### src/rtl/lsr_pkg.sv
// Shared types and constants for the LIFO stack with reverse.
// Used by lsr_front, lsr_back and lifo_stack_with_reverse; no dependencies.
package lsr_pkg;

  localparam int DATA_W   = 32;
  localparam int STATUS_W = 2;
  localparam int COUNT_W  = 7;

  typedef enum logic [1:0] {
    OP_PUSH    = 2'd0,
    OP_POP     = 2'd1,
    OP_PEEK    = 2'd2,
    OP_REVERSE = 2'd3
  } op_t;

  localparam logic [STATUS_W-1:0] ST_OK    = 2'd0;
  localparam logic [STATUS_W-1:0] ST_EMPTY = 2'd1;
  localparam logic [STATUS_W-1:0] ST_FULL  = 2'd2;

  // One decoded request on its way from the front to the back
  typedef struct packed {
    op_t                      op;
    logic signed [DATA_W-1:0] value;
  } cmd_t;

endpackage

### src/rtl/lsr_front.sv
// Front end: accepts requests, decodes the operation and holds them in a
// two-entry command queue for the back end. Depends on lsr_pkg.
module lsr_front import lsr_pkg::*; (
  input  logic                     clk,
  input  logic                     rst_n,
  input  logic                     in_valid,
  output logic                     in_ready,
  input  logic [1:0]               in_op,
  input  logic signed [DATA_W-1:0] in_push_value,
  output logic                     cmd_valid,
  input  logic                     cmd_ready,
  output cmd_t                     cmd
);

  cmd_t       q_r [2];
  logic       wr_ptr_r, wr_ptr_nxt;
  logic       rd_ptr_r, rd_ptr_nxt;
  logic [1:0] cnt_r, cnt_nxt;
  logic       push_q, pop_q;
  cmd_t       in_cmd;

  // Decode the incoming transaction
  always_comb begin
    in_cmd.op    = op_t'(in_op);
    in_cmd.value = in_push_value;
  end

  assign in_ready  = (cnt_r != 2'd2);
  assign cmd_valid = (cnt_r != 2'd0);
  assign cmd       = q_r[rd_ptr_r];
  assign push_q    = in_valid && in_ready;
  assign pop_q     = cmd_valid && cmd_ready;

  // Advance queue pointers and occupancy
  always_comb begin
    wr_ptr_nxt = push_q ? ~wr_ptr_r : wr_ptr_r;
    rd_ptr_nxt = pop_q ? ~rd_ptr_r : rd_ptr_r;
    cnt_nxt    = cnt_r;
    if (push_q && !pop_q) begin
      cnt_nxt = cnt_r + 2'd1;
    end else if (pop_q && !push_q) begin
      cnt_nxt = cnt_r - 2'd1;
    end
  end

  always_ff @(posedge clk) begin
    if (!rst_n) begin
      wr_ptr_r <= 1'b0;
      rd_ptr_r <= 1'b0;
      cnt_r    <= 2'd0;
    end else begin
      wr_ptr_r <= wr_ptr_nxt;
      rd_ptr_r <= rd_ptr_nxt;
      cnt_r    <= cnt_nxt;
    end
  end

  // Store the payload; no reset needed
  always_ff @(posedge clk) begin
    if (push_q) begin
      q_r[wr_ptr_r] <= in_cmd;
    end
  end

endmodule

### src/rtl/lsr_back.sv
// Back end: executes stack commands on a circular entry memory with a
// direction flag, so reverse is a flag flip. Depends on lsr_pkg.
module lsr_back import lsr_pkg::*; #(
  parameter int DEPTH = 64
) (
  input  logic                       clk,
  input  logic                       rst_n,
  input  logic                       cmd_valid,
  output logic                       cmd_ready,
  input  cmd_t                       cmd,
  output logic                       out_valid,
  input  logic                       out_ready,
  output logic signed [DATA_W-1:0]   out_read_value,
  output logic [STATUS_W-1:0]        out_status,
  output logic                       out_is_empty,
  output logic [COUNT_W-1:0]         out_entry_count
);

  localparam int AW = (DEPTH > 1) ? $clog2(DEPTH) : 1;
  localparam int CW = $clog2(DEPTH + 1);

  typedef enum logic {
    S_IDLE,
    S_READ
  } state_t;

  logic signed [DATA_W-1:0] mem [DEPTH];
  logic signed [DATA_W-1:0] rd_data_r;

  state_t                   state_r;
  logic [AW-1:0]            base_r;
  logic [CW-1:0]            count_r, count_nxt;
  logic                     dir_r;
  logic                     out_valid_r;
  logic signed [DATA_W-1:0] out_value_r;
  logic [STATUS_W-1:0]      out_status_r;
  logic                     out_empty_r;
  logic [COUNT_W-1:0]       out_count_r;

  logic          take;
  logic          load_res;
  logic          is_full, is_empt;
  logic [AW:0]   tail_sum;
  logic [AW-1:0] tail_idx, top_hi, base_inc, base_dec;
  logic [AW-1:0] wr_addr, rd_addr;
  logic          wr_en, rd_en;

  assign cmd_ready = (state_r == S_IDLE) && (!out_valid_r || out_ready);
  assign take      = cmd_valid && cmd_ready;
  assign is_full   = (count_r == CW'(DEPTH));
  assign is_empt   = (count_r == '0);
  assign load_res  = (state_r == S_READ) || (take && !rd_en);

  // Work out the circular addresses of both ends
  always_comb begin
    tail_sum = {1'b0, base_r} + (AW+1)'(count_r);
    if (tail_sum >= (AW+1)'(DEPTH)) begin
      tail_idx = AW'(tail_sum - (AW+1)'(DEPTH));
    end else begin
      tail_idx = AW'(tail_sum);
    end
    top_hi   = (tail_idx == '0) ? AW'(DEPTH - 1) : tail_idx - AW'(1);
    base_inc = (base_r == AW'(DEPTH - 1)) ? '0 : base_r + AW'(1);
    base_dec = (base_r == '0) ? AW'(DEPTH - 1) : base_r - AW'(1);
    wr_addr  = dir_r ? base_dec : tail_idx;
    rd_addr  = dir_r ? base_r : top_hi;
    wr_en    = take && (cmd.op == OP_PUSH) && !is_full;
    rd_en    = take && ((cmd.op == OP_POP) || (cmd.op == OP_PEEK)) && !is_empt;
  end

  // Next count after the command being taken
  always_comb begin
    count_nxt = count_r;
    if (wr_en) begin
      count_nxt = count_r + CW'(1);
    end else if (rd_en && (cmd.op == OP_POP)) begin
      count_nxt = count_r - CW'(1);
    end
  end

  // Entry memory: one write port, one registered read port
  always_ff @(posedge clk) begin
    if (wr_en) begin
      mem[wr_addr] <= cmd.value;
    end
    if (rd_en) begin
      rd_data_r <= mem[rd_addr];
    end
  end

  // Sequence commands and hold the result register
  always_ff @(posedge clk) begin
    if (!rst_n) begin
      state_r     <= S_IDLE;
      base_r      <= '0;
      count_r     <= '0;
      dir_r       <= 1'b0;
      out_valid_r <= 1'b0;
    end else begin
      // Load a new result, or drop the one just taken
      if (load_res) begin
        out_valid_r <= 1'b1;
      end else if (out_valid_r && out_ready) begin
        out_valid_r <= 1'b0;
      end
      case (state_r)
        S_IDLE: begin
          if (take) begin
            count_r <= count_nxt;
            if (wr_en && dir_r) begin
              base_r <= base_dec;
            end
            if (rd_en && dir_r && (cmd.op == OP_POP)) begin
              base_r <= base_inc;
            end
            if (cmd.op == OP_REVERSE) begin
              dir_r <= ~dir_r;
            end
            if (rd_en) begin
              state_r <= S_READ;
            end else begin
              out_value_r  <= '0;
              out_empty_r  <= (count_nxt == '0);
              out_count_r  <= COUNT_W'(count_nxt);
              if (cmd.op == OP_PUSH) begin
                out_status_r <= is_full ? ST_FULL : ST_OK;
              end else if (cmd.op == OP_REVERSE) begin
                out_status_r <= ST_OK;
              end else begin
                out_status_r <= ST_EMPTY;
              end
            end
          end
        end
        S_READ: begin
          // Result register was freed when this read was issued
          out_value_r  <= rd_data_r;
          out_status_r <= ST_OK;
          out_empty_r  <= is_empt;
          out_count_r  <= COUNT_W'(count_r);
          state_r      <= S_IDLE;
        end
        default: begin
          state_r <= S_IDLE;
        end
      endcase
    end
  end

  assign out_valid       = out_valid_r;
  assign out_read_value  = out_value_r;
  assign out_status      = out_status_r;
  assign out_is_empty    = out_empty_r;
  assign out_entry_count = out_count_r;

endmodule

### src/rtl/lifo_stack_with_reverse.sv
// LIFO stack of signed 32-bit words with push, pop, peek and reverse.
// Instantiates lsr_front and lsr_back; depends on lsr_pkg.
//
// Usage:
//   Input channel (in_valid/in_ready) carries in_op and in_push_value.
//   Result channel (out_valid/out_ready) returns one result per request:
//   out_read_value, out_status (ok, empty, full), out_is_empty and
//   out_entry_count after the operation.
//   Results: for a push, reverse or failed pop/peek the back end registers
//   the result when it takes the command; a successful pop or peek first
//   goes through the registered read port of the entry memory and the
//   S_READ state.
//   Throughput: one request per cycle for push, reverse and errors while
//   out_ready is high; the back end takes no new request while a pop or
//   peek is in S_READ. Reverse flips the direction of the entry store.
//   A two-entry command queue sits between the front and the back, so
//   requests keep being taken while a result waits on out_ready.
//   Reset empties the stack at once; stored words are not cleared.
//   When the receiver stalls, the result holds and the queue fills, after
//   which in_ready drops.
module lifo_stack_with_reverse import lsr_pkg::*; #(
  parameter int DEPTH = 64
) (
  input  logic                     clk,
  input  logic                     rst_n,
  input  logic                     in_valid,
  output logic                     in_ready,
  input  logic [1:0]               in_op,
  input  logic signed [DATA_W-1:0] in_push_value,
  output logic                     out_valid,
  input  logic                     out_ready,
  output logic signed [DATA_W-1:0] out_read_value,
  output logic [STATUS_W-1:0]      out_status,
  output logic                     out_is_empty,
  output logic [COUNT_W-1:0]       out_entry_count
);

  logic cmd_valid;
  logic cmd_ready;
  cmd_t cmd;

  // Accept and queue transactions
  lsr_front u_front (
    .clk           (clk),
    .rst_n         (rst_n),
    .in_valid      (in_valid),
    .in_ready      (in_ready),
    .in_op         (in_op),
    .in_push_value (in_push_value),
    .cmd_valid     (cmd_valid),
    .cmd_ready     (cmd_ready),
    .cmd           (cmd)
  );

  // Execute commands against the stack
  lsr_back #(
    .DEPTH (DEPTH)
  ) u_back (
    .clk             (clk),
    .rst_n           (rst_n),
    .cmd_valid       (cmd_valid),
    .cmd_ready       (cmd_ready),
    .cmd             (cmd),
    .out_valid       (out_valid),
    .out_ready       (out_ready),
    .out_read_value  (out_read_value),
    .out_status      (out_status),
    .out_is_empty    (out_is_empty),
    .out_entry_count (out_entry_count)
  );

  // An empty error leaves the stack empty and reads zero
  a_empty_err: assert property (@(posedge clk) disable iff (!rst_n)
    out_valid && (out_status == ST_EMPTY) |-> out_is_empty && (out_read_value == '0))
    else $error("empty error with entries or data");

  // A full refusal never reports an empty stack and reads zero
  a_full_err: assert property (@(posedge clk) disable iff (!rst_n)
    out_valid && (out_status == ST_FULL) |-> !out_is_empty && (out_read_value == '0))
    else $error("full error on empty stack or with data");

  // A command is offered to the back only after something was accepted
  a_cmd_src: assert property (@(posedge clk) disable iff (!rst_n)
    $rose(cmd_valid) |-> $past(in_valid && in_ready))
    else $error("command appeared without an accepted transaction");

  // A taken reverse presents an ok result on the next cycle
  a_rev: assert property (@(posedge clk) disable iff (!rst_n)
    cmd_valid && cmd_ready && (cmd.op == OP_REVERSE) |=> out_valid && (out_status == ST_OK))
    else $error("reverse did not report ok");

endmodule

### config.mk
export PLATFORM = sky130hd
export DESIGN_NAME = lifo_stack_with_reverse
export DESIGN_NICKNAME = d
export VERILOG_FILES = /design/src/rtl/lsr_pkg.sv /design/src/rtl/lsr_front.sv /design/src/rtl/lsr_back.sv /design/src/rtl/lifo_stack_with_reverse.sv
export SDC_FILE = /design/constraint.sdc
export NUM_CORES = 2
export LEC_CHECK = 0
export ABC_CLOCK_PERIOD_IN_PS = 8920
export BUFFER_PORTS_ARGS = -buffer_cell sky130_fd_sc_hd__buf_2
export CAP_MARGIN = 5
export CORE_ASPECT_RATIO = 0.75
export CORE_MARGIN = 8
export CORE_UTILIZATION = 30
export DETAILED_ROUTE_END_ITERATION = 10
export SLEW_MARGIN = 20
export SYNTH_ARGS = -nofsm -noshare
export SYNTH_HDL_FRONTEND = slang
export SYNTH_SLANG_ARGS = --single-unit
### constraint.sdc
create_clock -name clk -period 8.92 [get_ports clk]
set_input_delay 2.23 -clock clk [delete_from_list [all_inputs] [get_ports clk]]
set_output_delay 2.23 -clock clk [all_outputs]
set_load 0.03 [all_outputs]
==> results.md <==
* Outcome: finished, final reports clean
* Routability cong. at 0.8442
* Area of the multi-input gates at 0.01897 mm^2
* Area Growth Syn to Fin at 14.71%
* Sink Count at 2211
* Synthesized flop and latch total at 2211
* Largest net degree at the start of global routing at 130
* Initial DRC Count at 6195
* Pre-CTS worst setup slack at 3057 ps
* Post-route ant nets at 0
* Chip height at 479.0 um
* Slew @ Worst Pin at 1177 ps
* Fillers at 26200
* Initial antenna violation count at 17
* I/O Buffers at 81
* Post-synth EDFFs at 2190
* # hold bufs at CTS at 0
* Final-report max-slew violation count at 0
* Worst VDD drop at 0.3947 mV
* Crit share post-route at 57.65%
* Ys Warns at 0
* PwrDens at 347.6 mW/mm^2
* Max Cap Viol at 0
* Dominant synthesized flop cell: edfxtp_1
* # setup viols final at 0
* Total GRT Usage at 15.05%
* CP cell instances: ha_1 > inv_1 > fa_1 > ha_1 > mux2i_4 > buf_4 > buf_4 > mux4_2 > nand2_1 > nand3b_1 > nand4_1 > nand4_1
* Synthesized Nets at 4318
* Via/cell ratio at 5.149
* Layout cells sized above 1 at 23.91%
* Worst Hold Class: reg2reg
* # rows at 170
* Vias in the first global route at 41810
* Residual DRC at 0
* Clock Path Buffers at 3
* Die X at 633.3 um
* Max incr delay on CP at 680 ps
* CTS Buf Count at 215
* Grt total ovfl at 0
* Synth unique cells at 53
* Routed len/inst at 28.13 um
* Maximum fanout along the worst path at 50
* Setup Buffers After CTS at 0
* I/O pin cnt at 82
* Crit path setup slack, layout at 3777 ps
* Setup TNS at 0 ps
* Max Freq at 0.1945 GHz
* Avg Cell Area, Syn at 20.11 um^2
* Final HPWL DP at 132.3 mm
* Initial DRT Pass Iterations at 5
* Post-Syn Area at 0.08575 mm^2
* Layout Cells excl Fill at 8375
* Post-Synthesis Cells at 4264
* Inst Count DP at 7949
* Crit start category: flip-flop
* Final hold vios at 0
* Register area at 0.06618 mm^2
* DR vias at 43120
* Htree depth at 4
* Core ar. at 0.2852 mm^2
* Layout Nets at 4456
* Worst EP required at 9490 ps
* Design Power at 34.19 mW
* Critical path's slowest cell: buf_4
* CP Class: reg2reg
* Sequential share of the synthesized area at 77.18%
* Root Driver: clkbuf_16
* Drt total wl at 235.6 mm
* Minimum clock period at 5143 ps
* Worst Skew at 41.22 ps
* Ys async rst share at 0%
* Worst-skew pair later-pin latency at 860 ps
* CTS tree: done
* Crit path capture type: flip-flop
* Die area at 0.3034 mm^2
* RSZ-0062 raised after global routing: no
* Leakage at 30.07 nW
* Clock transition at the registers of the reported paths at 70 ps
* Slew HR at 21.51%
* First-pass GRT wire length at 327.1 mm
* PostCTS Resize Cnt at 0
* CP Data Arrival Time at 5710 ps
* Initial core utilization at 30.06%
-- path summary, 6_finish.rpt --
check	end	depth (start not counted)	slack, ps	from
max	u_back.rd_data_r[1]$_DFFE_PN_	12	3780	u_back.base_r[0]$_SDFFE_PN0P_
min	u_back.out_valid$_SDFFE_PN0P_	2	530	u_back.out_valid$_SDFFE_PN0P_
max reg2reg	u_back.rd_data_r[1]$_DFFE_PN_	12	3780	u_back.base_r[0]$_SDFFE_PN0P_
min reg2reg	u_back.out_valid$_SDFFE_PN0P_	2	530	u_back.out_valid$_SDFFE_PN0P_
-- worst max-delay path: cells and delay by family (launching register included) --
kind	cells	cell delay, ps
flip-flops	1	600
AND/OR/NAND/NOR	4	1080
adder cells (fa/ha/maj)	3	1100
multiplexers	2	810
buffers and inverters	3	1210
-- sequential cells by signal, indices dropped and copies added (netlist names), 2 cells and up, named ones only --
signal / cells
u_back.out_entry_count: 7
u_back.base_r: 6
u_back.mem: 2048
u_back.out_read_value: 32
u_back.rd_data_r: 32
u_front.q_r: 68
u_back.out_status: 2
u_front.cnt_r: 2
u_back.count_r: 7
-- placed cells by master (no fill, tap or decap), drive strengths merged, types with 8 or more instances in the layout --
cell	Yosys	routed
a21oi	13	13
and2	50	50
buf	169	165
bufinv	0	22
clkbuf	75	259
clkinv	0	102
clkinvlp	0	9
dfxtp	21	21
edfxtp	2190	2190
ha	15	15
inv	11	18
mux2	33	33
mux2i	9	9
mux4	512	512
nand2	547	547
nand3	143	143
nand3b	129	129
nand4	160	160
nor2	92	92
o21ai	17	17
xnor2	12	12
xor2	8	8
-- cells by family (layout without fill, tap and decap cells) --
family                     Yosys count  after routing  synth area share (%)
other                                0              7                     0
and+or+nand+nor                   1148           1148                 6.495
AOI/OAI and AO/OA                   60             60                0.4830
DFF                               2211           2211                 77.18
xor gates and xnor gates            20             20                0.2218
muxes                              554            554                 13.99
adders and majority gates           16             16                0.2422
buffers and inverters              255            575                 1.386
-- power breakdown --
part           switching, mW  leakage [nW]  internal [mW]
Clock                   3.93          3.36           5.08
Sequential             0.113          19.9           12.8
Combinational           8.48          6.81           3.83
Total                   12.5          30.1           21.7
-- synth_stat cells (14+ instances only) --
cell      number  area share (%)
and2_1        50            0.36
buf_1         14           0.061
buf_2        140            0.82
buf_4         15            0.13
clkbuf_1      75            0.33
dfxtp_1       21            0.49
edfxtp_1    2190              77
ha_1          15            0.22
mux2_2        33            0.43
mux4_2       512              13
nand2_1      547             2.4
nand3_1      143            0.83
nand3b_1     129             1.1
nand4_1      160             1.2
nor2_1        92            0.40
o21ai_0       14           0.082
-- metrics by stage --
step | util [%] | area [um^2] | hold WS (ps)
finish | 34.49 | 98370 | 531.6
CTS | 34.32 | 97900 | 534.4
global placement | 31.89 | 90960 | 503.5
floorplan | - | 85750 | 477.8
detailed placement | 31.89 | 90960 | 524.2
global route | 34.48 | 98350 | 567.8
-- cell type report --
type | instances | share of cell area, %
Antenna cell | 7 | 0.01781
Clock buffer | 259 | 5.659
Clock inverter | 140 | 1.388
Inverter | 11 | 0.04198
Multi-Input combinational cell | 1798 | 19.28
Sequential cell | 2211 | 67.28
Tap cell | 3784 | 4.813
Timing Repair Buffer | 165 | 1.514
-- routing by layer --
layer / global-route usage, % / share of wire (%) / vias up
met2: 23.32 / 46 / 2089
li1: - / - / 17630
met3: 3.689 / 10 / 315
met1: 20.92 / 40 / 23080
met5: 0 / 0.0089 / -
met4: 4.737 / 3.5 / 4
Power figures use the tool's default switching activity.
